`config.mk`:
```
export PLATFORM = sky130hd
export DESIGN_NAME = lnu_norm
export DESIGN_NICKNAME = d
export VERILOG_FILES = /design/src/sv/layer_normalization_unit_assert.svh /design/src/sv/lnu_pkg.sv /design/src/sv/lnu_norm.sv
export SDC_FILE = /design/constraint.sdc
export NUM_CORES = 2
export LEC_CHECK = 0
export ABC_AREA = 1
export ABC_CLOCK_PERIOD_IN_PS = 7800
export BUFFER_PORTS_ARGS = -buffer_cell sky130_fd_sc_hd__buf_2
export CORE_ASPECT_RATIO = 0.7
export CORE_MARGIN = 2
export CORE_UTILIZATION = 50
export DETAILED_ROUTE_END_ITERATION = 10
export HOLD_SLACK_MARGIN = 0.05
export PLACE_DENSITY_LB_ADDON = 0.25
export SYNTH_ARGS = -nofsm -noshare
export SYNTH_HDL_FRONTEND = slang
export SYNTH_SLANG_ARGS = --single-unit
```
`constraint.sdc`:
```
create_clock -name clk -period 7.8 [get_ports clk]
set_input_delay 1.56 -clock clk [delete_from_list [all_inputs] [get_ports clk]]
set_output_delay 1.56 -clock clk [all_outputs]
set_load 0.01 [all_outputs]
```
`src/sv/layer_normalization_unit_assert.svh`:
```
// ----------------------------------------------------------------------------
// layer normalization unit assertion macros
// shared concurrent assertion forms, clocked on clk and held off in reset
// ----------------------------------------------------------------------------
`ifndef LAYER_NORMALIZATION_UNIT_ASSERT_SVH
`define LAYER_NORMALIZATION_UNIT_ASSERT_SVH

// same-cycle implication
`define LNU_ASSERT_IMP(label, ante, cons, msg) \
    label: assert property (@(posedge clk) disable iff (!rst_n) (ante) |-> (cons)) \
        else $error(msg);

// next-cycle implication
`define LNU_ASSERT_NEXT(label, ante, cons, msg) \
    label: assert property (@(posedge clk) disable iff (!rst_n) (ante) |=> (cons)) \
        else $error(msg);

`endif

```
`src/sv/lnu_pkg.sv`:
```
// ----------------------------------------------------------------------------
// lnu_pkg
// types and constants shared by the layer normalization unit
// ----------------------------------------------------------------------------
package lnu_pkg;

    localparam logic CMD_STATS = 1'b0;
    localparam logic CMD_NORM  = 1'b1;

    localparam logic REG_ROW_LEN = 1'b0;
    localparam logic REG_EPSILON = 1'b1;

    localparam int ROW_LEN_W = 13;
    localparam int EPS_W     = 16;
    localparam int CFG_W     = 16;
    localparam int INV_W     = 24;

    typedef struct packed {
        logic               command;
        logic signed [15:0] x_value;
        logic signed [15:0] gamma;
        logic signed [15:0] beta;
    } in_item_t;

    typedef struct packed {
        logic signed [15:0] y_value;
        logic               saturated;
    } out_item_t;

    // statistics of the last finished row
    typedef struct packed {
        logic signed [15:0] mean;
        logic [INV_W-1:0]   inv_std;
    } row_stat_t;

endpackage

```
`src/sv/lnu_norm.sv`:
```
// ----------------------------------------------------------------------------
// lnu_norm
// normalize datapath, four stages ending in the output register
// ----------------------------------------------------------------------------
module lnu_norm #(
    parameter int DATA_WIDTH = 16
) (
    input  logic                clk,
    input  logic                rst_n,
    input  logic                issue,
    input  lnu_pkg::in_item_t   item,
    input  lnu_pkg::row_stat_t  row_stat,
    output logic                ready,
    output logic                out_valid,
    input  logic                out_stall,
    output lnu_pkg::out_item_t  out_data
);
    import lnu_pkg::*;

    localparam logic signed [35:0] Y_HI = 36'((64'sd1 <<< (DATA_WIDTH - 1)) - 64'sd1);
    localparam logic signed [35:0] Y_LO = -Y_HI - 36'sd1;

    logic                 v1_reg, v2_reg, v3_reg, out_valid_reg;
    logic signed [16:0]   diff_reg;
    logic [INV_W-1:0]     inv_reg;
    logic signed [15:0]   g1_reg, g2_reg, b1_reg, b2_reg, b3_reg;
    logic signed [41:0]   t_reg, t_next;
    logic signed [37:0]   pl_reg, pl_next;
    logic signed [36:0]   ph_reg, ph_next;
    logic signed [16:0]   diff_next;
    logic signed [57:0]   p_sum;
    logic signed [35:0]   y_sum;
    out_item_t            out_reg, out_next;

    assign ready     = !out_valid_reg || !out_stall;
    assign out_valid = out_valid_reg;
    assign out_data  = out_reg;

    always_comb
    begin
        diff_next = {item.x_value[15], item.x_value} - {row_stat.mean[15], row_stat.mean};
        t_next    = diff_reg * $signed({1'b0, inv_reg});
        pl_next   = $signed({1'b0, t_reg[20:0]}) * g2_reg;
        ph_next   = $signed(t_reg[41:21]) * g2_reg;
        p_sum     = $signed({ph_reg, 21'd0}) + 58'(pl_reg) + 58'sd8388608;
        y_sum     = 36'($signed(p_sum[57:24])) + 36'(b3_reg);
        if (y_sum > Y_HI)
        begin
            out_next.y_value   = Y_HI[15:0];
            out_next.saturated = 1'b1;
        end
        else if (y_sum < Y_LO)
        begin
            out_next.y_value   = Y_LO[15:0];
            out_next.saturated = 1'b1;
        end
        else
        begin
            out_next.y_value   = y_sum[15:0];
            out_next.saturated = 1'b0;
        end
    end

    always_ff @(posedge clk)
    begin
        if (ready)
        begin
            diff_reg <= diff_next;
            inv_reg  <= row_stat.inv_std;
            g1_reg   <= item.gamma;
            b1_reg   <= item.beta;
            t_reg    <= t_next;
            g2_reg   <= g1_reg;
            b2_reg   <= b1_reg;
            pl_reg   <= pl_next;
            ph_reg   <= ph_next;
            b3_reg   <= b2_reg;
            out_reg  <= out_next;
        end
    end

    always_ff @(posedge clk or negedge rst_n)
    begin
        if (!rst_n)
        begin
            v1_reg        <= 1'b0;
            v2_reg        <= 1'b0;
            v3_reg        <= 1'b0;
            out_valid_reg <= 1'b0;
        end
        else if (ready)
        begin
            v1_reg        <= issue;
            v2_reg        <= v1_reg;
            v3_reg        <= v2_reg;
            out_valid_reg <= v3_reg;
        end
    end

endmodule

```
### Word-level counts from Yosys, hierarchy flattened

Index checks and enable logic that the tools add are counted.

* register bits after elaboration: 259
* output and inout bits: 19

* $add $sub $neg: 4
* multiply operators: 3
* $lt $le $gt $ge: 2
* muxes and demuxes: 1
* reduce and logical (&&, ||, !) cells: 3

Operators with widths (number)
* $add A58 B25 Y58 const B: 1
* $add A58 B38 Y58: 1
* $mul A17 B25 Y42: 1
* $mul A22 B16 Y38: 1
* $mul A21 B16 Y37: 1
* $add A34 B16 Y35: 1
* $gt A35 B16 Y1 const B: 1
* $lt A35 B16 Y1 const B: 1
* $mux W17: 1
* $sub A16 B16 Y17: 1
* $logic_not A1 Y1: 2
* $logic_or A1 B1 Y1: 1

### Depth between registers and ports, before layout

* depth after elaboration: 5
* depth in mapped cells: 33

### Least setup slack after synthesis

OpenSTA, ideal clock, no wires.

* path type: input -> output
* from: input out_stall
* to: output ready
* arrival: 6.623 ns
* required time: 6.240 ns
* path slack: -0.383 ns
* cell stages on the path: 1
* buffers on the path: 0
* cells stage by stage: nand2_1

* longest elaborated chain between the ends: 2

RTL lines
* from (decl): RTL line lnu_norm.sv:15 `input logic out_stall,`
* $logic_not A1 Y1: RTL line lnu_norm.sv:35 `assign ready = !out_valid_reg || !out_stall;`
* $logic_or A1 B1 Y1: RTL line lnu_norm.sv:35
* to (decl): RTL line lnu_norm.sv:13 `output logic ready,`

No other way between the ends.

### Final worst setup path

* from: register g2_reg[2]
* to: register ph_reg[33] (data pin)

* longest elaborated chain between the ends: 1

RTL lines
* from (decl): RTL line lnu_norm.sv:26 `logic signed [15:0] g1_reg, g2_reg, b1_reg, b2_reg, b3_reg;`
* from (signal assigned): RTL line lnu_norm.sv:73 `g2_reg <= g1_reg;`
* $mul A21 B16 Y37: RTL line lnu_norm.sv:44 `ph_next = $signed(t_reg[41:21]) * g2_reg;`
* via ph_next[33]: RTL line lnu_norm.sv:29 `logic signed [36:0] ph_reg, ph_next;`
* to (signal assigned): RTL line lnu_norm.sv:76 `ph_reg <= ph_next;`
* to (decl): RTL line lnu_norm.sv:29

The timed path passes the listed nets, and every way through them passes these cells.
A chain may end at the register's enable or synchronous reset.

==> metrics.yaml <==
outcome: "complete, but fails checks"
violations: "design-rule violations"
startpoint_type: "flop"
synth_compound_area_share_pct: 4.685
final_area_um2: 53580
crit_arrival_ns: 7.52
synth_top_family_by_area: "adder cells"
drt.antenna.violating_nets: 0
post_cts_buffers: 0
path_max_fanout: 22
drtIter0Drc: 3362
antenna_found_initial: 3
clock-sinks: 238
critPathLaunch: "g2_reg[2]"
critPathSlowestCell: "edfxtp_1"
syn-num-nets: 7632
track_usage_pct: 26.49
synth-simple-area-share_pct: 15.41
fin_crit_ns: 7.129
grt_overflow: 0
diodes: 0
finalNonFillerCells: 7477
placed_area_um2: 52620
hold_violations: 0
rows: 97
synthCells: 6128
setup-tns-final_ns: 0
cts_root_buf: "clkbuf_16"
synth-seq-cells: 238
max_slew_margin_pct: 19.75
place_congestion: 0.9787
grt_max_degree: 93
io-pin-count: 112
fp.dieW_um: 384.5
cts_tree: "yes"
rsz0062_at_grt: "false"
io_buffers: 110
ys.flop_type: "edfxtp_1"
clk_transition_reported_paths_ns: 0.06
remaining_drc_errors: 2
critPathKind: "flop to flop"
clockBufferDepth: 3
crit_path_end_kind: "flop"
synth-edff-count: 234
cap_violations: 0
vias: 38510
cts_hold_buf: 0
ys_types: 48
yosys_warnings: 0
largest_reg_flops: 42
final-max-slew-violation-count: 0
min_from: "g1_reg[13]"
min_path_type: "flop to flop"
drt-total-wl_um: 133000
initial_utilization_pct: 50.56
cp_cell_sequence: "nand2_1 > inv_1 > fa_1 > inv_1 > fa_1 > fa_1 > fa_1 > inv_1 > fa_1 > inv_1 > fa_1 > inv_1 > ha_1 > nand2_1 > nor4_1 > nand2_1 > o211ai_1 > nand2_1 > o211ai_1 > a21oi_1 > xor2_1"
cp_common_cell: "fa_1"
drive_gt1_share_pct: 4.999
core_um2: 100200
dp_hpwl_um: 111000
post-route-period-util_pct: 91.39
clk_latency_ns: 0.66
vias_per_cell: 5.150
setup_viol: 0
nets: 7624
dieArea_um2: 104000
syn_avg_cell_area_um2: 8.271
place_inst: 7424
slowest_delay_ns: 1.05
synth_fa_ha_area_share_pct: 48.55
critPathRequiredTime_ns: 8.19
cts_htree_levels: 1
synth_mux_area_share_pct: 0.04444
numCtsBuffers: 30
area_delta_synth_final_pct: 5.710
grt_pass1_vias: 38830
skew_ns: 0.01725
synthArstFlopShare_pct: 1.681
die_h_um: 270.4
synth_seq_area_share_pct: 14.06
tightest_slew_ns: 1.204
drt_pass1_iterations: 9
cts_resized: 0
grt_pass1_wl_um: 215300
synth-xor-area-share_pct: 2.817
worstReg2RegStart: "g2_reg[2]"
syn_area_um2: 50680
routedWlPerCell_um: 17.79
fmax_mhz: 140.3
## per-stage QoR
step                hold slack, ns  util, %  worst slack [ns]
floorplan                   0.4003        -             1.835
global placement            0.4013    52.49            0.8797
detailed placement          0.4054    52.49            0.7796
CTS                         0.4181    53.44            0.7652
global route                0.4253    53.44            0.3695
finish                      0.4174    53.44            0.6713
## Yosys cell counts, types with 9 or more instances
| cell type | instances | area share (%) |
|---|---|---|
| fa_1 | 926 | 37 |
| nand3_1 | 85 | 0.84 |
| inv_1 | 1722 | 13 |
| a31oi_1 | 20 | 0.25 |
| nor2_1 | 219 | 1.6 |
| edfxtp_1 | 234 | 14 |
| ha_1 | 485 | 12 |
| xor2_1 | 106 | 1.8 |
| o21bai_1 | 10 | 0.15 |
| nor3_1 | 30 | 0.30 |
| a21o_1 | 19 | 0.28 |
| nand2_2 | 13 | 0.16 |
| or2_2 | 39 | 0.48 |
| o21ai_0 | 100 | 0.99 |
| nand2_1 | 1507 | 11 |
| o211ai_1 | 9 | 0.13 |
| xnor2_1 | 57 | 0.98 |
| nand4_1 | 21 | 0.26 |
| a21boi_0 | 11 | 0.16 |
| nand3b_1 | 9 | 0.13 |
| a21oi_1 | 210 | 2.1 |
| clkbuf_1 | 214 | 1.6 |
| o21a_1 | 10 | 0.15 |
## final timing paths
| check | end | slack (ns) | depth (start not counted) |
|---|---|---|---|
| worst max-delay path | ph_reg[33] | 0.67 | 21 |
| worst min-delay path | g2_reg[13] | 0.42 | 0 |
| worst max register to register | ph_reg[33] | 0.67 | 21 |
| worst min register to register | g2_reg[13] | 0.42 | 0 |
| max in group asynchronous | v3_reg | 6.98 | 1 |
| min in group asynchronous | v2_reg | 0.70 | 1 |
## layer usage
layer / GRT usage [%] / up-vias / part of all wire (%) / routed length [µm]
met4: 5.181 / 2 / 2.2 / 2950
met2: 37.21 / 1515 / 40 / 53760
li1: - / 17920 / - / -
met5: 0.6019 / - / 0.062 / 82
met1: 42.01 / 18940 / 47 / 62760
met3: 5.268 / 135 / 10 / 13480
## cells in the final DEF, fill, tap and decap left out, types with 5 or more instances in the layout
cell,netlist,final
nand4_1,21,21
nor4_1,6,6
buf_2,0,110
nor2_1,219,219
nand3b_1,9,9
o21bai_1,10,10
buf_4,0,66
nor3_1,30,30
nand2_2,13,13
nand3_2,6,6
or2_2,39,39
clkinv_1,0,5
o31ai_1,5,5
nor2_2,5,5
xor2_1,106,106
o21a_1,10,10
a21o_1,19,19
fa_1,926,926
inv_1,1722,1721
a31oi_1,20,20
o211ai_1,9,9
a21boi_0,11,11
xnor2_1,57,57
edfxtp_1,234,234
ha_1,485,485
nand2_1,1507,1506
o21ai_0,100,100
a21oi_1,210,210
clkbuf_16,0,30
nand3_1,85,85
## cells by family after synthesis
family,count (synthesis)
compound gates,421
xor+xnor,163
fa+ha+maj,1411
buf+inv,1943
flops,238
mux,2
simple gates,1950
## final cells by class
type	count	area [µm²]
inverters	1725	6475
multi-input cells	3947	36260
clock inverters	20	198.9
clock buffers	33	762.0
repair buffers	178	1086
well taps	1336	1672
flip-flops and latches	238	7127
fillers	9509	46670
## critical path: cells and delay by family (launching register included)
family / cells / cell delay, ns
compound gates: 3 / 0.71
xor+xnor: 1 / 0.15
fa+ha+maj: 7 / 3.38
buf+inv: 5 / 0.49
flops: 1 / 1.05
simple gates: 5 / 1.05
Power is left out: the tool's default activity adds up to more than one toggle a clock period on the data nets, which glitch-free logic cannot reach.
