--- config.mk ---
export PLATFORM = sky130hd
export DESIGN_NAME = lnu_stats
export DESIGN_NICKNAME = d
export VERILOG_FILES = /design/src/sv/lnu_pkg.sv /design/src/sv/lnu_stats.sv
export VERILOG_INCLUDE_DIRS = /design/src /design/src/sv
export SDC_FILE = /design/constraint.sdc
export NUM_CORES = 2
export LEC_CHECK = 0
export BUFFER_PORTS_ARGS = -buffer_cell sky130_fd_sc_hd__buf_2
export CAP_MARGIN = 20
export CORE_UTILIZATION = 35
export CTS_CLUSTER_DIAMETER = 30
export DETAILED_ROUTE_END_ITERATION = 10
export GPL_TIMING_DRIVEN = 0
export PLACE_DENSITY_LB_ADDON = 0.08
export SYNTH_ARGS = -nofsm -noshare
export SYNTH_HDL_FRONTEND = slang
export SYNTH_SLANG_ARGS = --single-unit
--- constraint.sdc ---
create_clock -name clk -period 10.65 [get_ports clk]
set_clock_uncertainty 0.15 [all_clocks]
set_input_delay 1.065 -clock clk [delete_from_list [all_inputs] [get_ports clk]]
set_output_delay 1.065 -clock clk [all_outputs]
set_load 0.02 [all_outputs]
--- src/sv/layer_normalization_unit_assert.svh ---
// ----------------------------------------------------------------------------
// layer normalization unit assertion macros
// shared concurrent assertion forms, clocked on clk and held off in reset
// ----------------------------------------------------------------------------
`ifndef LAYER_NORMALIZATION_UNIT_ASSERT_SVH
`define LAYER_NORMALIZATION_UNIT_ASSERT_SVH

// same-cycle implication
`define LNU_ASSERT_IMP(label, ante, cons, msg) \
    label: assert property (@(posedge clk) disable iff (!rst_n) (ante) |-> (cons)) \
        else $error(msg);

// next-cycle implication
`define LNU_ASSERT_NEXT(label, ante, cons, msg) \
    label: assert property (@(posedge clk) disable iff (!rst_n) (ante) |=> (cons)) \
        else $error(msg);

`endif

--- src/sv/lnu_pkg.sv ---
// ----------------------------------------------------------------------------
// lnu_pkg
// types and constants shared by the layer normalization unit
// ----------------------------------------------------------------------------
package lnu_pkg;

    localparam logic CMD_STATS = 1'b0;
    localparam logic CMD_NORM  = 1'b1;

    localparam logic REG_ROW_LEN = 1'b0;
    localparam logic REG_EPSILON = 1'b1;

    localparam int ROW_LEN_W = 13;
    localparam int EPS_W     = 16;
    localparam int CFG_W     = 16;
    localparam int INV_W     = 24;

    typedef struct packed {
        logic               command;
        logic signed [15:0] x_value;
        logic signed [15:0] gamma;
        logic signed [15:0] beta;
    } in_item_t;

    typedef struct packed {
        logic signed [15:0] y_value;
        logic               saturated;
    } out_item_t;

    // statistics of the last finished row
    typedef struct packed {
        logic signed [15:0] mean;
        logic [INV_W-1:0]   inv_std;
    } row_stat_t;

endpackage

--- src/sv/lnu_stats.sv ---
// ----------------------------------------------------------------------------
// lnu_stats
// back-end issue control, row accumulation and end-of-row divide and root
// ----------------------------------------------------------------------------
`include "layer_normalization_unit_assert.svh"

module lnu_stats #(
    parameter int MAX_ROW_LEN = 4096
) (
    input  logic                           clk,
    input  logic                           rst_n,
    input  logic                           q_valid,
    input  lnu_pkg::in_item_t              q_item,
    output logic                           q_pop,
    input  logic                           norm_ready,
    output logic                           norm_issue,
    input  logic [lnu_pkg::ROW_LEN_W-1:0]  row_len,
    input  logic [lnu_pkg::EPS_W-1:0]      epsilon,
    output lnu_pkg::row_stat_t             row_stat
);
    import lnu_pkg::*;

    localparam int NW        = $clog2(MAX_ROW_LEN + 1);
    localparam int CW        = (NW > ROW_LEN_W) ? NW : ROW_LEN_W;
    localparam int DIV_STEPS = 49;
    localparam int SQ_STEPS  = 25;
    localparam logic [INV_W-1:0] INV_MAX = '1;

    typedef enum logic [2:0] {
        S_IDLE, S_DIV_SUM, S_DIV_SQ, S_MSQ, S_VAR, S_DIV_RCP, S_SQRT, S_DONE
    } state_t;

    state_t                state_reg;
    logic [28:0]           sum_acc_reg;
    logic [42:0]           sum_sq_acc_reg;
    logic [ROW_LEN_W-1:0]  stats_count_reg;
    row_stat_t             row_stat_reg;

    logic                  sum_neg_reg;
    logic signed [28:0]    mean_full_reg;
    logic [42:0]           esq_reg;
    logic [56:0]           msq_reg;
    logic [43:0]           div_rem_reg;
    logic [48:0]           div_quo_reg;
    logic [43:0]           div_den_reg;
    logic [49:0]           sq_src_reg;
    logic [25:0]           sq_rem_reg;
    logic [24:0]           sq_root_reg;
    logic [INV_W-1:0]      inv_work_reg;
    logic [5:0]            step_reg;

    // row length clamp
    logic [CW-1:0]         rl_ext, n_full;
    logic [ROW_LEN_W-1:0]  n_eff;

    // accumulate path
    logic signed [31:0]    x_sq;
    logic [28:0]           sum_next;
    logic [42:0]           sum_sq_next;
    logic [ROW_LEN_W-1:0]  count_next;
    logic                  stats_pop, row_end;

    // divider step
    logic [44:0]           rem_sh, rem_diff;
    logic                  div_ge;
    logic [43:0]           rem_new;
    logic [48:0]           quo_new;

    // root step
    logic [27:0]           sq_sh, sq_trial;
    logic                  sq_ge;
    logic [25:0]           sq_rem_new;
    logic [24:0]           sq_root_new;

    // variance
    logic [56:0]           esq_ext;
    logic [42:0]           var_val;
    logic [43:0]           d_val;
    logic [28:0]           sum_mag;

    assign row_stat = row_stat_reg;

    always_comb
    begin
        rl_ext = CW'(row_len);
        if (rl_ext == '0)
        begin
            n_full = CW'(1);
        end
        else if (rl_ext > CW'(MAX_ROW_LEN))
        begin
            n_full = CW'(MAX_ROW_LEN);
        end
        else
        begin
            n_full = rl_ext;
        end
        n_eff = n_full[ROW_LEN_W-1:0];
    end

    always_comb
    begin
        q_pop      = 1'b0;
        norm_issue = 1'b0;
        if (q_valid && state_reg == S_IDLE)
        begin
            if (q_item.command == CMD_STATS)
            begin
                q_pop = 1'b1;
            end
            else if (norm_ready)
            begin
                q_pop      = 1'b1;
                norm_issue = 1'b1;
            end
        end
        stats_pop   = q_pop && !norm_issue;
        x_sq        = q_item.x_value * q_item.x_value;
        sum_next    = sum_acc_reg + {{13{q_item.x_value[15]}}, q_item.x_value};
        sum_sq_next = sum_sq_acc_reg + 43'(unsigned'(x_sq));
        count_next  = stats_count_reg + 1'b1;
        row_end     = stats_pop && (count_next >= n_eff);
        sum_mag     = sum_next[28] ? (~sum_next + 1'b1) : sum_next;
    end

    always_comb
    begin
        rem_sh   = {div_rem_reg, div_quo_reg[48]};
        rem_diff = rem_sh - {1'b0, div_den_reg};
        div_ge   = (rem_sh >= {1'b0, div_den_reg});
        rem_new  = div_ge ? rem_diff[43:0] : rem_sh[43:0];
        quo_new  = {div_quo_reg[47:0], div_ge};

        sq_sh       = {sq_rem_reg, sq_src_reg[49:48]};
        sq_trial    = {1'b0, sq_root_reg, 2'b01};
        sq_ge       = (sq_sh >= sq_trial);
        sq_rem_new  = sq_ge ? 26'(sq_sh - sq_trial) : sq_sh[25:0];
        sq_root_new = {sq_root_reg[23:0], sq_ge};

        esq_ext = 57'(esq_reg);
        var_val = (esq_ext > msq_reg) ? 43'(esq_ext - msq_reg) : '0;
        d_val   = 44'(var_val) + 44'(epsilon);
    end

    always_ff @(posedge clk or negedge rst_n)
    begin
        if (!rst_n)
        begin
            state_reg       <= S_IDLE;
            sum_acc_reg     <= '0;
            sum_sq_acc_reg  <= '0;
            stats_count_reg <= '0;
            row_stat_reg    <= '0;
            step_reg        <= '0;
        end
        else
        begin
            unique case (state_reg)
                S_IDLE:
                begin
                    if (stats_pop)
                    begin
                        sum_acc_reg     <= sum_next;
                        sum_sq_acc_reg  <= sum_sq_next;
                        stats_count_reg <= count_next;
                    end
                    if (row_end)
                    begin
                        sum_neg_reg <= sum_next[28];
                        div_quo_reg <= 49'(sum_mag);
                        div_rem_reg <= '0;
                        div_den_reg <= 44'(n_eff);
                        step_reg    <= '0;
                        state_reg   <= S_DIV_SUM;
                    end
                end
                S_DIV_SUM:
                begin
                    div_rem_reg <= rem_new;
                    div_quo_reg <= quo_new;
                    step_reg    <= step_reg + 1'b1;
                    if (step_reg == 6'(DIV_STEPS - 1))
                    begin
                        mean_full_reg <= sum_neg_reg ? -$signed(quo_new[28:0])
                                                     : $signed(quo_new[28:0]);
                        div_quo_reg   <= 49'(sum_sq_acc_reg);
                        div_rem_reg   <= '0;
                        step_reg      <= '0;
                        state_reg     <= S_DIV_SQ;
                    end
                end
                S_DIV_SQ:
                begin
                    div_rem_reg <= rem_new;
                    div_quo_reg <= quo_new;
                    step_reg    <= step_reg + 1'b1;
                    if (step_reg == 6'(DIV_STEPS - 1))
                    begin
                        esq_reg   <= quo_new[42:0];
                        step_reg  <= '0;
                        state_reg <= S_MSQ;
                    end
                end
                S_MSQ:
                begin
                    msq_reg   <= 57'(unsigned'(58'(mean_full_reg * mean_full_reg)));
                    state_reg <= S_VAR;
                end
                S_VAR:
                begin
                    if (d_val == '0)
                    begin
                        inv_work_reg <= INV_MAX;
                        state_reg    <= S_DONE;
                    end
                    else
                    begin
                        div_den_reg <= d_val;
                        div_quo_reg <= {1'b1, 48'd0};
                        div_rem_reg <= '0;
                        step_reg    <= '0;
                        state_reg   <= S_DIV_RCP;
                    end
                end
                S_DIV_RCP:
                begin
                    div_rem_reg <= rem_new;
                    div_quo_reg <= quo_new;
                    step_reg    <= step_reg + 1'b1;
                    if (step_reg == 6'(DIV_STEPS - 1))
                    begin
                        sq_src_reg  <= {1'b0, quo_new};
                        sq_rem_reg  <= '0;
                        sq_root_reg <= '0;
                        step_reg    <= '0;
                        state_reg   <= S_SQRT;
                    end
                end
                S_SQRT:
                begin
                    sq_src_reg  <= {sq_src_reg[47:0], 2'b00};
                    sq_rem_reg  <= sq_rem_new;
                    sq_root_reg <= sq_root_new;
                    step_reg    <= step_reg + 1'b1;
                    if (step_reg == 6'(SQ_STEPS - 1))
                    begin
                        inv_work_reg <= sq_root_new[24] ? INV_MAX : sq_root_new[23:0];
                        step_reg     <= '0;
                        state_reg    <= S_DONE;
                    end
                end
                S_DONE:
                begin
                    row_stat_reg.mean    <= mean_full_reg[15:0];
                    row_stat_reg.inv_std <= inv_work_reg;
                    sum_acc_reg          <= '0;
                    sum_sq_acc_reg       <= '0;
                    stats_count_reg      <= '0;
                    state_reg            <= S_IDLE;
                end
                default:
                begin
                    state_reg <= S_IDLE;
                end
            endcase
        end
    end

    `LNU_ASSERT_IMP(a_pop_only_idle, q_pop, state_reg == S_IDLE,
        "queue popped during row finish")
    `LNU_ASSERT_NEXT(a_done_clears, state_reg == S_DONE,
        stats_count_reg == '0 && state_reg == S_IDLE, "row finish did not clear count")
    `LNU_ASSERT_IMP(a_sqrt_bound, state_reg == S_SQRT,
        step_reg < 6'(SQ_STEPS), "root iteration overran")

endmodule

## Word level (Yosys, flattened, before mapping)

Index checks and enable logic that the tools add are counted.

| operators by class | value |
|---|---|
| add/subtract/negate cells | 10 |
| $mul | 2 |
| magnitude comparators | 5 |
| equality and inequality tests | 17 |
| mux-type cells | 51 |
| bitwise operators | 1 |
| reductions and logical operators | 26 |

Operator list:

| kind | count |
|---|---|
| two-way mux 44 bit | 6 |
| case mux 49 bit (4 select lines) | 1 |
| case mux 44 bit (4 select lines) | 1 |
| two-way mux 49 bit | 3 |
| case mux 50 bit (2 select lines) | 1 |
| case mux 44 bit (2 select lines) | 1 |
| two-way mux 29 bit | 3 |
| two-way mux 43 bit | 2 |
| case mux 43 bit (2 select lines) | 1 |
| two-way mux 24 bit | 3 |
| case mux 29 bit (2 select lines) | 1 |
| > comparator 43 x 57 -> 1 bit | 1 |
| multiplier 29 x 29 -> 57 bit | 1 |
| two-way mux 26 bit | 2 |
| case mux 26 bit (2 select lines) | 1 |
| two-way mux 50 bit | 1 |
| case mux 25 bit (2 select lines) | 1 |
| case mux 24 bit (2 select lines) | 1 |
| >= comparator 45 x 44 -> 1 bit | 1 |
| adder 43 x 16 -> 44 bit | 1 |
| logical NOT 44 bit | 1 |
| subtractor 44 bit | 1 |
| adder 43 x 32 -> 43 bit | 1 |
| subtractor 43 bit | 1 |
| 38 further kinds | 75 |

| word-level totals | value |
|---|---|
| register bits after elaboration | 526 |
| bits of input ports | 82 |
| output and inout bits | 42 |
| logic and storage cells | 130 |

## Depth between registers and ports, before layout

| depth | value |
|---|---|
| depth after elaboration | 8 |
| mapped depth | 40 |

## Worst setup path before layout

No wires, ideal clock.

| path | value |
|---|---|
| path kind | in2reg |
| from | input q_item[36] in the netlist's numbering |
| to | register sum_sq_acc_reg[36] |
| library setup time | 0.136 ns |
| data arrival time | 9.284 ns |
| required time | 10.364 ns |
| slack | 1.080 ns |
| stages | 36 |
| buffers on the path | 2 |
| path through | clkbuf_1 clkbuf_1 nand2_1 fa_1 fa_1 fa_1 inv_1 fa_1 fa_1 inv_1 fa_1 inv_1 ha_1 and2_1 o21a_1 a31o_2 o41ai_1 inv_1 a21oi_1 nor2b_1 nor2_1 xnor2_1 ha_1 a21o_1 a21oi_1 a21oi_1 nor2_1 a2bb2oi_1 o41ai_1 o41ai_1 o21ai_0 and2_1 or3_1 o211ai_1 or3_1 a21oi_1 |

| between the ends | value |
|---|---|
| longest elaborated chain between the ends | 4 |

Ends and longest elaborated chain:

| element | line | source |
|---|---|---|
| start: declaration | lnu_stats.sv:13 | `input lnu_pkg::in_item_t q_item,` |
| multiplier 16 x 16 -> 32 bit | lnu_stats.sv:118 | `x_sq = q_item.x_value * q_item.x_value;` |
| adder 43 x 32 -> 43 bit | lnu_stats.sv:120 | `sum_sq_next = sum_sq_acc_reg + 43'(unsigned'(x_sq));` |
| two-way mux 43 bit | lnu_stats.sv:161 | `if (stats_pop)` |
| case mux 43 bit (2 select lines) | lnu_stats.sv:158 | `unique case (state_reg)` |
| end signal: assignment | lnu_stats.sv:164 | `sum_sq_acc_reg <= sum_sq_next;` |
| end: declaration | lnu_stats.sv:35 | `logic [42:0] sum_sq_acc_reg;` |

No other way between the ends. The select of a mux whose other input is x is not followed.
A chain may end at the register's enable or synchronous reset.

## Worst setup path in the final report

| path | value |
|---|---|
| from | register mean_full_reg[28] |
| to | register msq_reg[55], data pin |

| between the ends | value |
|---|---|
| longest elaborated chain between the ends | 1 |

Ends and longest elaborated chain:

| element | line | source |
|---|---|---|
| start: declaration | lnu_stats.sv:40 | `logic signed [28:0] mean_full_reg;` |
| start signal: assignment | lnu_stats.sv:184 | `mean_full_reg <= sum_neg_reg ? -$signed(quo_new[28:0])` |
| multiplier 29 x 29 -> 57 bit | lnu_stats.sv:206 | `msq_reg <= 57'(unsigned'(58'(mean_full_reg * mean_full_reg)));` |
| end signal: assignment | lnu_stats.sv:206 |  |
| end: declaration | lnu_stats.sv:42 | `logic [56:0] msq_reg;` |

No other way between the ends.

==> run summary <==
Status: completed
Register-to-Register Path Depth: 27
Antenna violations before repair: 8
Share of cells above drive strength 1: 6.31%
PortBufs: 91
CP max stage cell: clkbuf_1
Synth Register Bits: 525
Filler cell count: 19100
Routed len/inst: 21.0 um
CP Data Arrival Time: 10610 ps
CTS tree: yes
Crit share post-route: 96.5%
Combinational power share: 61.9%
Kind of critical path: reg -> reg
Total gr overflow: 0
Crit-path max FO: 10
Worst-path clk slew: 50 ps
Seq pwr share: 14.2%
Post-Syn Area per Cell: 9.58 um^2
Startpoint Class: flip-flop
Placed cell area: 71900 um^2
# DRC: 0
Register area share after synthesis: 22.2%
Dpl ws: -1100 ps
Pwr Density: 264 nW/um^2
Net load switching power: 0.00906 W
Sw frac: 44.3%
P_leak: 36.8 nW
Finished Cell Area: 77600 um^2
Fin. max-slew vios: 0
Total track usage: 21.9%
DIE AREA: 196000 um^2
Synth unique cells: 99
Synthesized cell area: 68000 um^2
Starting DRC count in detailed routing: 3137
Initial Util: 35.2%
Worst endpoint required time: 10990 ps
Worst-Skew Late Latency: 810 ps
Most common cell after layout, fill and taps aside: inv_1
Detail Placement HPWL: 173000 um
Area Overhead vs Synth: 14.2%
Vias in the first global route: 52700
Core area: 193000 um^2
Hold Path Sink: row_stat[16]$_DFFE_PN0P_
Die Wd: 443 um
Synth async-reset ratio: 25.5%
CTS max path bufs: 3
VDD IR max: 0.403 mV
Global-route wire length before repair: 323000 um
Crit-path leading delay family: adder cells
Max Freq: 97.3 MHz
Die height: 443 um
Syn Inst Count: 7093
Layout Nets: 8969
Crit path time final: 10270 ps
Drt first pass iters: 5
Final hold viol count: 0
RSZ-0062 raised after global routing: false
Ys flop type: edfxtp_1
Worst Hold Class: reg -> reg
Vias per inst: 4.92
Row count: 161
# clock sinks: 525
R2r endpoint: msq_reg[55]$_DFFE_PP_
IO Count: 124
Slew HR: 23.3%
Internal power: 0.0114 W
EDFF count, synth: 391
Worst Setup End Kind: flip-flop
Critical Path Max Stage Delay: 780 ps
RR Startpoint: mean_full_reg[28]$_DFFE_PP_
Largest net degree at the start of global routing: 91
RD Place Congestion: 0.895
H-tree depth: 4
Worst-Margin Slew: 1150 ps
Post-Route WL: 210000 um
Most frequent cells in the layout: inv_1 (1414), fa_1 (1068), nand2_1 (829)
Cts bufs inserted: 154
Final setup fails: 0
Post-route ant nets: 0
Final WS setup: 376 ps
Net Count, Synth: 8711
Clk pwr share: 23.9%
Clock tree root buffer cell: clkbuf_16
WHS Path Cells: 2
Max FFs per register: 56
Total of warnings raised by yosys: 0
Hold Worst Slack: 289 ps
Via count: 49300
Crit path top cell by count: fa_1
CP bufs+invs: 7
Hold Startpoint: inv_work_reg[16]$_SDFFCE_PP1P_
Worst R2R Setup Slack: 380 ps
Max-Cap Viols: 0
## kinds of logic after synthesis
logic type                 after synthesis  synth area share [%]
AOI/OAI and AO/OA                     1004                  9.60
xor gates and xnor gates               361                  4.66
adders and majority gates             1536                  40.1
buffers and inverters                 1650                  9.14
DFF                                    525                  22.2
muxes                                   64                 0.946
and+or+nand+nor                       1953                  13.3
## through the flow
stage / setup TNS (ps) / cells / utilization, % / power [W]
after global placement: -213930 / 9710 / 37.1 / 0.0156
after detailed placement: -12520 / 9727 / 37.3 / 0.0157
after global routing: 0 / 10000 / 40.3 / 0.0225
after CTS: 0 / 10000 / 40.2 / 0.0207
final: 0 / 10000 / 40.3 / 0.0205
after floorplan: 0 / 7093 / - / 0.0126
## power by group through the flow
stage          Sequential, W  Clock [W]  Combinational, W
2_1_floorplan        0.00287          0           0.00977
3_3_place_gp         0.00295          0            0.0126
3_5_place_dp         0.00294          0            0.0128
4_1_cts              0.00291    0.00498            0.0128
5_1_grt              0.00294    0.00510            0.0145
6_report             0.00291    0.00488            0.0127
## routing by layer
metal / GRT usage (%) / up-vias / part of all wire (%)
met2: 35.3 / 1079 / 46
met4: 7.43 / 4 / 3.4
met5: 0 / - / 0.013
met3: 3.92 / 278 / 5.2
met1: 29.5 / 24700 / 45
li1: - / 23200 / -
## synthesized netlist by cell type, types with 20 or more instances
cell type / number / area share, %
o31ai_1: 33 / 0.36
o21ai_0: 260 / 1.9
nand4_1: 40 / 0.37
clkbuf_1: 193 / 1.1
nand2_1: 829 / 4.6
a21o_1: 126 / 1.4
a21boi_0: 21 / 0.23
nor4_1: 21 / 0.19
a21oi_1: 226 / 1.7
and2_1: 196 / 1.8
nor2b_1: 34 / 0.31
ha_1: 467 / 8.6
edfxtp_1: 391 / 17
o21a_1: 49 / 0.54
and3_1: 55 / 0.51
a211oi_1: 25 / 0.28
xnor2_1: 242 / 3.1
o21bai_1: 42 / 0.46
nor3_1: 66 / 0.49
nor2_1: 420 / 2.3
or2_2: 20 / 0.18
nand3_1: 131 / 0.96
mux2i_1: 62 / 0.91
or3_1: 27 / 0.25
nand2b_1: 49 / 0.45
inv_1: 1414 / 7.8
a31oi_1: 40 / 0.37
xor2_1: 118 / 1.5
a22oi_1: 29 / 0.32
fa_1: 1069 / 31
dfrtp_1: 134 / 4.9
## repair_timing
item,4_1_cts,5_1_grt
endpoints found under the setup margin,17,17
gates cloned,0,0
endpoints found under the hold margin,15,0
gates resized for setup,9,45
hold buffers,1,0
buffers inserted,0,0
## area by class of cell
class	instances	area, um^2	area share (%)
multi-input cells	4918	46700	60.2
flip-flops and latches	525	15100	19.4
inverters	1425	5350	6.90
clock buffers	189	4110	5.29
well taps	2526	3160	4.07
clock inverters	99	1530	1.97
plain buffers	218	893	1.15
repair buffers	109	772	0.994
diodes	5	12.5	0.0161
## worst max-delay path by stage
stage / start / endpoint / slack (ps) / cells past startpoint
after CTS: q_item[33] / sum_sq_acc_reg[34]$_DFFE_PN0P_ / 0.9 / 40
after detailed placement: q_item[33] / sum_sq_acc_reg[38]$_DFFE_PN0P_ / -1100 / 40
final: mean_full_reg[28]$_DFFE_PP_ / msq_reg[55]$_DFFE_PP_ / 380 / 27
after global placement: esq_reg[18]$_DFFE_PP_ / inv_work_reg[10]$_SDFFCE_PP1P_ / -1740 / 28
after global routing: mean_full_reg[28]$_DFFE_PP_ / msq_reg[55]$_DFFE_PP_ / 5 / 31
after floorplan: q_item[36] / sum_sq_acc_reg[36]$_DFFE_PN0P_ / 1080 / 36
## tightest hold or removal path, stage by stage, from the launching register on
cell      delay (ps)
edfxtp_1         310
nand2_1           50
nand2_1           50
Note: power is estimated with default switching activity, not from simulation.
