**src/sv/layer_normalization_unit_assert.svh**
```systemverilog
// ----------------------------------------------------------------------------
// layer normalization unit assertion macros
// shared concurrent assertion forms, clocked on clk and held off in reset
// ----------------------------------------------------------------------------
`ifndef LAYER_NORMALIZATION_UNIT_ASSERT_SVH
`define LAYER_NORMALIZATION_UNIT_ASSERT_SVH

// same-cycle implication
`define LNU_ASSERT_IMP(label, ante, cons, msg) \
    label: assert property (@(posedge clk) disable iff (!rst_n) (ante) |-> (cons)) \
        else $error(msg);

// next-cycle implication
`define LNU_ASSERT_NEXT(label, ante, cons, msg) \
    label: assert property (@(posedge clk) disable iff (!rst_n) (ante) |=> (cons)) \
        else $error(msg);

`endif

```
**src/sv/lnu_pkg.sv**
```systemverilog
// ----------------------------------------------------------------------------
// lnu_pkg
// types and constants shared by the layer normalization unit
// ----------------------------------------------------------------------------
package lnu_pkg;

    localparam logic CMD_STATS = 1'b0;
    localparam logic CMD_NORM  = 1'b1;

    localparam logic REG_ROW_LEN = 1'b0;
    localparam logic REG_EPSILON = 1'b1;

    localparam int ROW_LEN_W = 13;
    localparam int EPS_W     = 16;
    localparam int CFG_W     = 16;
    localparam int INV_W     = 24;

    typedef struct packed {
        logic               command;
        logic signed [15:0] x_value;
        logic signed [15:0] gamma;
        logic signed [15:0] beta;
    } in_item_t;

    typedef struct packed {
        logic signed [15:0] y_value;
        logic               saturated;
    } out_item_t;

    // statistics of the last finished row
    typedef struct packed {
        logic signed [15:0] mean;
        logic [INV_W-1:0]   inv_std;
    } row_stat_t;

endpackage

```
**src/sv/lnu_front.sv**
```systemverilog
// ----------------------------------------------------------------------------
// lnu_front
// request intake and short queue ahead of the execution side
// ----------------------------------------------------------------------------
module lnu_front (
    input  logic              clk,
    input  logic              rst_n,
    input  logic              in_valid,
    output logic              in_stall,
    input  lnu_pkg::in_item_t in_data,
    output logic              q_valid,
    output lnu_pkg::in_item_t q_item,
    input  logic              q_pop
);
    import lnu_pkg::*;

    localparam int DEPTH = 4;
    localparam int AW    = $clog2(DEPTH);

    in_item_t        mem [DEPTH];
    logic [AW-1:0]   wr_ptr_reg, wr_ptr_next;
    logic [AW-1:0]   rd_ptr_reg, rd_ptr_next;
    logic [AW:0]     count_reg, count_next;
    logic            push;

    assign in_stall = (count_reg == (AW+1)'(DEPTH));
    assign push     = in_valid && !in_stall;
    assign q_valid  = (count_reg != '0);
    assign q_item   = mem[rd_ptr_reg];

    always_comb
    begin
        wr_ptr_next = push  ? wr_ptr_reg + 1'b1 : wr_ptr_reg;
        rd_ptr_next = q_pop ? rd_ptr_reg + 1'b1 : rd_ptr_reg;
        count_next  = count_reg + (AW+1)'(push) - (AW+1)'(q_pop);
    end

    always_ff @(posedge clk)
    begin
        if (push)
        begin
            mem[wr_ptr_reg] <= in_data;
        end
    end

    always_ff @(posedge clk or negedge rst_n)
    begin
        if (!rst_n)
        begin
            wr_ptr_reg <= '0;
            rd_ptr_reg <= '0;
            count_reg  <= '0;
        end
        else
        begin
            wr_ptr_reg <= wr_ptr_next;
            rd_ptr_reg <= rd_ptr_next;
            count_reg  <= count_next;
        end
    end

endmodule

```
**config.mk**
```make
export PLATFORM = sky130hd
export DESIGN_NAME = lnu_front
export DESIGN_NICKNAME = d
export VERILOG_FILES = /design/src/sv/layer_normalization_unit_assert.svh /design/src/sv/lnu_pkg.sv /design/src/sv/lnu_front.sv
export SDC_FILE = /design/constraint.sdc
export NUM_CORES = 1
export LEC_CHECK = 0
export BUFFER_PORTS_ARGS = -buffer_cell sky130_fd_sc_hd__buf_2
export CAP_MARGIN = 10
export CELL_PAD_IN_SITES_DETAIL_PLACEMENT = 0
export CELL_PAD_IN_SITES_GLOBAL_PLACEMENT = 2
export CORE_UTILIZATION = 48
export DETAILED_ROUTE_END_ITERATION = 10
export PLACE_DENSITY = 0.89
export SLEW_MARGIN = 20
export SYNTH_ARGS = -nofsm -noshare
export SYNTH_HDL_FRONTEND = slang
export SYNTH_SLANG_ARGS = --single-unit
```
**constraint.sdc**
```tcl
create_clock -name clk -period 13.3 [get_ports clk]
set_input_delay 1.33 -clock clk [delete_from_list [all_inputs] [get_ports clk]]
set_output_delay 1.33 -clock clk [all_outputs]
set_load 0.1 [all_outputs]
```
# Word level (Yosys, flattened, before mapping)
# Memory sizes are Yosys's and may differ from the RTL's.
# Index checks and enable logic that the tools add are counted.
[totals]
regBits = 7
mem_bits_rw = 196
inputBits = 53
output_inout_bits = 51
wordCells = 14
n_memories = 1
[memory_table]
columns = ["name", "words", "width", "read_ports", "rd_ports_with_merged_regs", "wr", "line", "rtl"]
rows = [
  ["mem", 4, 49, 1, 0, 1, "lnu_front.sv:20", "in_item_t mem [DEPTH];"],
]
[classes]
n_addsub = 4
eq_ne = 1
muxes = 2
reduce_logical = 3
[ops]
columns = ["cell", "n"]
rows = [
  ["adder 2 x 1 -> 2 bit (second input constant)", 2],
  ["adder 3 x 1 -> 3 bit", 1],
  ["equality test 3 bit (second input constant)", 1],
  ["nonzero test 3 bit", 1],
  ["subtractor 3 x 1 -> 3 bit", 1],
  ["two-way mux 1 bit", 2],
  ["logical AND 1 bit", 1],
  ["logical NOT 1 bit", 1],
]

# Longest topological paths before layout
# Gate-level depths: netlist of the first run.
[depth]
ltp_word = 5
depth_mapped = 7
mapped_depth_nobuf = 7

# Least setup slack after synthesis of the first run
# No wires, ideal clock.
[synth_timing]
path_type = "input to register"
from = "input port in_valid"
to = "memory mem[0][0] (netlist name), enable pin"
setup_ns = 0.526
t_arrival_ns = 4.995
t_required_ns = 12.774
setup_slack_ns = 7.778
cell_stages = 2
path_buffers = 0
path_cell_list = "inv_1 -> nor3b_1"
[synth_between]
elab_chain_len = 3
[synth_rtl]
columns = ["element", "line", "rtl"]
rows = [
  ["start, declared", "lnu_front.sv:8", "input logic in_valid,"],
  ["logical AND 1 bit", "lnu_front.sv:27", "assign push = in_valid && !in_stall;"],
  ["two-way mux 1 bit", "lnu_front.sv:40", "if (push)"],
  ["two-way mux 1 bit (not written as such)", "lnu_front.sv:42", "mem[wr_ptr_reg] <= in_data;"],
  ["end, declared", "lnu_front.sv:20", ""],
]
# No other way between the ends.

==> results of run 1 <==
==> cell families (layout without fill, tap and decap cells) <==
kind of cell / count (synthesis) / in the layout / share of synthesized area (%)
compound gates: 3 / 3 / 0.297
xor+xnor: 4 / 4 / 0.462
fa+ha+maj: 6 / 6 / 1.09
buf+inv: 17 / 152 / 2.09
flops: 203 / 203 / 79.8
mux: 49 / 49 / 14.6
simple gates: 17 / 17 / 1.65
==> worst max path at each step <==
stage,endpoint
6_report,q_item[38]
3_3_place_gp,q_item[48]
4_1_cts,q_item[34]
5_1_grt,q_item[34]
3_5_place_dp,q_item[48]
2_1_floorplan,mem[0][0]$_DFFE_PP_
==> per-layer routing <==
layer  track usage [%]  vias up  part of all wire [%]  wire length [um]
met5                 0        -                     0                 0
met4              4.98        0                   2.1               268
met3              4.34       27                   6.5               823
met2              26.7      102                    50              6260
met1              21.0     1727                    42              5270
li1                  -     1515                     -                 -
==> synthesized netlist by cell type, types with 3 or more instances <==
| master | count | share of area [%] |
|---|---|---|
| edfxtp_1 | 196 | 78 |
| mux4_2 | 48 | 14 |
| dfrtp_1 | 7 | 2.3 |
| buf_12 | 5 | 1.3 |
| buf_2 | 5 | 0.33 |
| ha_1 | 5 | 0.82 |
| inv_1 | 5 | 0.25 |
| nand2b_1 | 5 | 0.41 |
| nor3b_1 | 4 | 0.40 |
| nand2_1 | 3 | 0.15 |
| nand4bb_1 | 3 | 0.44 |
| o211ai_1 | 3 | 0.30 |
| xnor2_1 | 3 | 0.35 |
==> area by class of cell <==
type,count,area (um2)
fillers,1154,6330
flip-flops and latches,203,6070
multi-input cells,79,1390
repair buffers,112,603
clock buffers,26,544
well taps,211,264
clock inverters,9,91.3
inverters,5,18.8
==> stage by stage <==
step                      util [%]  hold WS [ns]  worst slack (ns)  area (um2)  cells
final                         58.6         0.610              9.56        8980    645
after global routing          58.6         0.657              9.39        8980    645
after CTS                     58.5         0.606              9.33        8950    644
after detailed placement      54.3         0.590              9.85        8320    609
after global placement        54.3         0.567              9.85        8320    609
after floorplan                  -         0.543              7.78        7590    299
==> worst reg2reg max path: cells and delay by family (launching register included) <==
family | cells | cell delay [ns]
AO/OA/AOI/OAI | 1 | 0.19
adder cells (fa/ha/maj) | 2 | 0.40
flip-flops | 1 | 0.46
AND/OR/NAND/NOR | 1 | 0.61
XOR/XNOR | 2 | 0.28
buffers and inverters | 1 | 0.07
==> impl_metrics.yaml, run 1 <==
cts:
  cts_tree: "yes"
  clk_latency_ns: 0.48
  ctsHoldBuffers: 0
  cts-root-buf: "clkbuf_16"
  cts_buffers: 21
  clock-sinks: 203
  cts_resized: 0
  htreeDepth: 1
  path_clk_slew_ns: 0.06
  cts_post_setup_buffers_inserted: 0
  ctsLongestPathBuffers: 3
logic_synthesis:
  netlist_area_um2: 7590
  synthArstFlopShare_pct: 3.45
  synth-main-ff-cell: "edfxtp_1"
  syn-num-nets: 358
  synth_cell_types: 20
  ys_seq_area_share_pct: 79.8
  ys_seq_elements: 203
  postSynthCellCount: 299
  syn_avg_cell_area_um2: 25.4
  ys.warnings.count: 0
  synth_edf_count: 196
route:
  wire_per_inst_um: 19.6
  wirelength_um: 12600
  ant_nets: 0
  drt_iter0_markers: 164
  avgViaCountPerCell: 5.23
  firstDrtPassIters: 4
  num_vias: 3371
  drc: 0
sta:
  min_period_ns: 3.74
  slew_headroom_pct: 52.2
  fmax_mhz: 267
  worst_pin_slew_ns: 0.716
  drv_slew: 0
  final-hold-violation-count: 0
  period_share_pct: 28.1
  skew_ns: 0.00999
  rsz0062_at_grt: "false"
  fin_tns_setup_ns: 0
  setup_violations: 0
worst_setup_path:
  crit_arrival_ns: 2.41
  cp_max_fo: 31
  crit_type: "reg -> out"
  critPathMaxStageDelay_ns: 0.67
  r2r_cells: 7
  start_kind: "flop"
  reg2reg_from: "count_reg[1]$_DFF_PN0_"
  path_depth: 3
  crit_slowest_cell: "dfrtp_2"
  cp.required_ns: 11.97
  path_buf_inv: 2
  crit_start: "rd_ptr_reg[1]$_DFFE_PN0P_"
  reg2reg_to: "count_reg[2]$_DFF_PN0_"
  ff2ff_setup_slack_ns: 11.21
  path_cells: "buf_4, mux4_2, buf_2"
  endpoint_kind: "primary output"
  cpLargestDelayFamily: "buffers and inverters"
global_routing:
  antenna_found_initial: 0
  grt_pass1_vias: 3543
  grt_max_degree: 52
  grt_first_pass_wirelength_um: 19600
  grt.total_usage_pct: 16.1
  grt-ovfl-total: 0
placement:
  portBuffers: 103
  place.gp.congestion: 0.668
  dp.final_hpwl_um: 7690
floorplanning:
  core_um2: 15300
  chipHeight_um: 128
  start_util_pct: 49.6
  io_pins: 104
  die-area_um2: 16300
  die-width_um: 128
  core.rowCount: 45
job:
  max-cap-violations: 0
layout:
  final_nets: 481
  largest_register_ffs: 196
  areaGrowthSynthToFinish_pct: 18.3
  antennaDiodeCount: 0
  layout_commonest_cell: "edfxtp_1"
  drive_gt1_share_pct: 44.2
  layout_common_cells: "edfxtp_1 (196), buf_2 (103), mux4_2 (48)"
hold_path:
  hold_path.startpoint: "wr_ptr_reg[1]$_DFFE_PN0P_"
  hp-class: "reg -> reg"
  whs_endpoint: "wr_ptr_reg[1]$_DFFE_PN0P_"
  hold_depth: 2
status:
  status: "complete, no violations"
Power of run 1 is left out: the tool's default activity adds up to more than one toggle a clock period on the data nets, which glitch-free logic cannot reach.
==> inputs of run 2 (changes only) <==
CORE_UTILIZATION = 40   (was 48)
PLACE_DENSITY = 0.79   (was 0.89)
clock period = 3.2 ns   (was 13.3 ns; I/O delays follow)
==> run 2 against run 1 <==
Net effect:
- routed wire length rose by 4.8%
- core utilization fell by 10 points
- critical path depth did not move
- clock skew rose by 0.0025 ns
- count of clock-buffer cells in the layout did not move
- cell area rose by 0.40%
- die area rose by 20%
- cell count rose by 4.0%
- critical path type unchanged
- critical endpoint is now q_item[20]
==> impl_metrics.yaml, run 2 (synthesis results as in run 1) <==
status:
  status: "complete, no violations"
route:
  num_vias: 3384
  drc: 0
  wirelength_um: 13200
  wire_per_inst_um: 19.7
  firstDrtPassIters: 6
  ant_nets: 0
  drt_iter0_markers: 145
  avgViaCountPerCell: 5.04
sta:
  skew_ns: 0.0125
  final-hold-violation-count: 0
  min_period_ns: 2.61
  worst_slack_ns: 0.587
  rsz0062_at_grt: "false"
  fmax_mhz: 383
  setup_violations: 0
  drv_slew: 0
  worst_pin_slew_ns: 0.761
  fin_tns_setup_ns: 0
  hold_ws_ns: 0.0457
  period_share_pct: 81.7
  slew_headroom_pct: 49.3
cts:
  htreeDepth: 1
  cts_resized: 0
  cts_post_setup_buffers_inserted: 0
  ctsLongestPathBuffers: 3
  ctsHoldBuffers: 1
  clk_latency_ns: 0.49
  cts_buffers: 21
  clock-sinks: 203
  cts_tree: "yes"
  cts-root-buf: "clkbuf_16"
  path_clk_slew_ns: 0.06
job:
  max-cap-violations: 0
global_routing:
  grt_max_degree: 50
  grt_pass1_vias: 3792
  grt_first_pass_wirelength_um: 20600
  grt-ovfl-total: 0
  grt.total_usage_pct: 14.0
  antenna_found_initial: 0
worst_setup_path:
  start_kind: "flop"
  crit_arrival_ns: 2.29
  crit_type: "reg -> out"
  endpoint_kind: "primary output"
  cp_max_fo: 15
  cp.required_ns: 2.88
floorplanning:
  core.rowCount: 50
  chipHeight_um: 140
  die-width_um: 140
  die-area_um2: 19500
  core_um2: 18600
  start_util_pct: 40.7
  io_pins: 104
layout:
  drive_gt1_share_pct: 44.6
  final_nets: 483
  areaGrowthSynthToFinish_pct: 18.8
  antennaDiodeCount: 0
  layout_common_cells: "edfxtp_1 (196), buf_2 (103), mux4_2 (48)"
  largest_register_ffs: 196
  layout_commonest_cell: "edfxtp_1"
placement:
  place_ws_ns: 1.04
  place.gp.congestion: 0.705
  dp.final_hpwl_um: 7810
  portBuffers: 103
hold_path:
  hp-class: "in -> reg"
run 2: changes by cell type in the layout (fill, tap and decap cells not counted):
cell / change
bufinv_16: -1
buf_12: +1
inv_6: +1
dlygate4sd3_1: +1
buf_16: -1
clkinv_2: +2
nor3b_2: -2
clkinv_1: -1
nor3b_4: +2
buf_4: +1
run 2: final timing paths:
kind	startpoint	end	slack (ns)	cells after the start
min in group asynchronous	rst_n	rd_ptr_reg[0]$_DFFE_PN0P_	0.20	2
setup reg to reg	count_reg[1]$_DFF_PN0_	count_reg[1]$_DFF_PN0_	1.26	6
hold / removal	in_data[37]	mem[0][37]$_DFFE_PP_	0.05	1
max in group asynchronous	rst_n	rd_ptr_reg[0]$_DFFE_PN0P_	2.81	2
setup / recovery	rd_ptr_reg[0]$_DFFE_PN0P_	q_item[20]	0.59	3
hold reg to reg	wr_ptr_reg[0]$_DFFE_PN0P_	wr_ptr_reg[0]$_DFFE_PN0P_	0.64	2
run 2: area by class of cell:
cell class / instances / area (um2)
clock buffer: 26 / 544
clock inverter: 10 / 76.3
fill: 1541 / 9630
inverter: 5 / 18.8
multi-input combinational: 79 / 1410
sequential: 203 / 6070
tap: 234 / 293
timing repair buffer: 114 / 613
run 2: critical path: stages, from the launching register on:
cell     delay (ns)
dfrtp_4        0.57
buf_4          0.35
mux4_2         0.56
buf_2          0.31
run 2: routing by layer:
metal  vias to the layer above  part of all wire, %  track usage, %  routed length (um)
met1                      1757                   43            17.8                5660
met5                         -                    0               0                   0
met2                        90                   50            24.1                6590
met3                        17                  5.9            3.48                 787
li1                       1520                    -               -                   -
met4                         0                  1.4            3.59                 191
run 2: metrics by stage:
stage          instance area [um2]  std cells  util (%)
2_1_floorplan                 7600        299         -
3_3_place_gp                  8390        634      45.0
3_5_place_dp                  8390        634      45.0
4_1_cts                       9020        671      48.4
5_1_grt                       9020        671      48.4
6_report                      9020        671      48.4
Power of run 2 is left out for the same reason.
==> inputs of run 3 (changes only) <==
ABC_AREA = 1   (was default)
CORE_UTILIZATION = 36   (was 40)
PLACE_DENSITY = 0.8   (was 0.79)
clock period = 2.3 ns   (was 3.2 ns; I/O delays follow)
==> run 3 against run 2 <==
Net effect:
- worst hold slack worse by 0.0046 ns
- critical path type unchanged
- routed wire length up 29%
- non-clock buffer count up 54
- synthesized cell count up 110%
- cell count up 66%
- core utilization up 1.4 points
- cell area up 26%
- count of clock-buffer cells in the layout up 4
- flip-flop and latch count unchanged
- synthesized area up 12%
==> impl_metrics.yaml, run 3 <==
cts:
  path_clk_slew_ns: 0.06
  htreeDepth: 1
  cts_post_setup_buffers_inserted: 0
  ctsLongestPathBuffers: 3
  clk_latency_ns: 0.49
  cts-root-buf: "clkbuf_16"
  cts_buffers: 22
  clock-sinks: 203
  cts_tree: "yes"
logic_synthesis:
  ys_seq_elements: 203
  synth_cell_types: 18
  post-synth-top-count-cell: "edfxtp_1"
  synth.area.top_cells: "edfxtp_1 (69%), o211ai_2 (8.5%), nand2_1 (7.1%)"
  ys_seq_area_share_pct: 71.0
  synth_top_area_cell: "edfxtp_1"
  yosysTopAreaCellShare_pct: 68.9
  synth-main-ff-cell: "edfxtp_1"
  synth_edf_count: 196
  syn_avg_cell_area_um2: 13.6
  postSynthCellCount: 626
  netlist_area_um2: 8540
  synthTopCellsByCount: "edfxtp_1 (196), nand2_1 (161), inv_1 (112)"
  ys.warnings.count: 0
  syn-num-nets: 685
  synthArstFlopShare_pct: 3.45
worst_setup_path:
  cp.required_ns: 2.07
  crit_type: "reg -> out"
  cp_max_fo: 80
  start_kind: "flop"
  crit_arrival_ns: 2.02
  endpoint_kind: "primary output"
route:
  avgViaCountPerCell: 4.60
  num_vias: 5121
  firstDrtPassIters: 4
  wire_per_inst_um: 15.4
  drt_iter0_markers: 218
  wirelength_um: 17100
  ant_nets: 0
  drc: 0
sta:
  min_period_ns: 2.25
  final-hold-violation-count: 0
  setup_violations: 0
  slew_headroom_pct: 68.0
  worst_pin_slew_ns: 0.483
  drv_slew: 0
  rsz0062_at_grt: "true"
  skew_ns: 0.00940
  period_share_pct: 97.9
  worst_slack_ns: 0.0494
  fmax_mhz: 444
floorplanning:
  die-area_um2: 24300
  chipHeight_um: 156
  io_pins: 104
  start_util_pct: 37.3
  core.rowCount: 55
  die-width_um: 156
  core_um2: 22900
global_routing:
  grt.total_usage_pct: 14.5
  grt_max_degree: 81
  antenna_found_initial: 1
  grt_first_pass_wirelength_um: 27500
  grt-ovfl-total: 0
  grt_pass1_vias: 5354
layout:
  fillerInstances: 1914
  layout_common_cells: "edfxtp_1 (196), nand2_1 (149), inv_1 (112)"
  final_nets: 844
  largest_register_ffs: 196
  post-route-cell-area_um2: 11400
  areaGrowthSynthToFinish_pct: 33.6
  drive_gt1_share_pct: 28.1
  multi_input_area_um2: 1840
  final_cells: 1114
  regArea_um2: 6070
  layout_commonest_cell: "edfxtp_1"
placement:
  portBuffers: 103
  place.gp.congestion: 0.690
  dp.final_hpwl_um: 10300
  place_ws_ns: 0.323
  dpl_cell_area_um2: 10100
  post-place-cells: 1023
hold_path:
  hp-class: "in -> reg"
status:
  status: "complete, no violations"
job:
  max-cap-violations: 0
## run 3: repair_timing
item / in CTS / in global routing
gates resized for setup: 0 / 14
endpoints found under the setup margin: 0 / 37
hold buffers: 51 / 0
endpoints found under the hold margin: 204 / 0
## run 3: per-stage QoR
stage | hold slack (ns) | TNS, ns | util (%)
6_report | 0.0411 | 0 | 49.8
3_3_place_gp | 0.0786 | 0 | 44.3
2_1_floorplan | -0.0656 | -23.81 | -
5_1_grt | 0.0629 | -1.05 | 49.8
3_5_place_dp | 0.0878 | 0 | 44.3
4_1_cts | 0.0275 | 0 | 49.6
## run 3: worst paths after layout
path	start	endpoint	slack, ns	cells past startpoint
max reg2reg	count_reg[1]$_DFF_PN0_	count_reg[1]$_DFF_PN0_	0.33	9
min	in_valid	wr_ptr_reg[1]$_DFFE_PN0P_	0.04	3
max	rd_ptr_reg[0]$_DFFE_PN0P_	q_item[16]	0.05	5
min in group asynchronous	rst_n	wr_ptr_reg[1]$_DFFE_PN0P_	0.11	2
min reg2reg	count_reg[0]$_DFF_PN0_	count_reg[0]$_DFF_PN0_	0.50	1
max in group asynchronous	rst_n	rd_ptr_reg[0]$_DFFE_PN0P_	1.99	2
## run 3: layer usage
| metal | part of all wire, % | global-route usage (%) | vias up |
|---|---|---|---|
| li1 | - | - | 2480 |
| met1 | 43 | 17.7 | 2508 |
| met2 | 50 | 26.0 | 106 |
| met3 | 4.5 | 2.92 | 27 |
| met4 | 1.8 | 3.92 | 0 |
| met5 | 0 | 0 | - |
## run 3: layout make-up
cell class	instances	share of cell area, %
multi-input cells	277	16.1
repair buffers	168	17.4
well taps	313	3.43
clock buffers	30	5.36
clock inverters	9	0.801
inverters	113	3.72
diodes	1	0.0219
flip-flops and latches	203	53.2
## run 3: cells by family (layout without fill, tap and decap cells)
family	count (synthesis)	in the layout	share of synthesized area [%]
buffers and inverters	146	320	8.23
other	0	1	0
DFF	203	203	71.0
xor gates and xnor gates	2	2	0.205
and+or+nand+nor	171	171	7.60
AOI/OAI and AO/OA	98	98	12.0
adders and majority gates	6	6	0.967
## run 3: worst max-delay path: stages (launching register included)
cell and delay, ns:
dfrtp_4 0.61, buf_16 0.34, nand2_1 0.11, o211ai_1 0.10, nand2_1 0.14, buf_12 0.19
Power of run 3 is left out for the same reason.
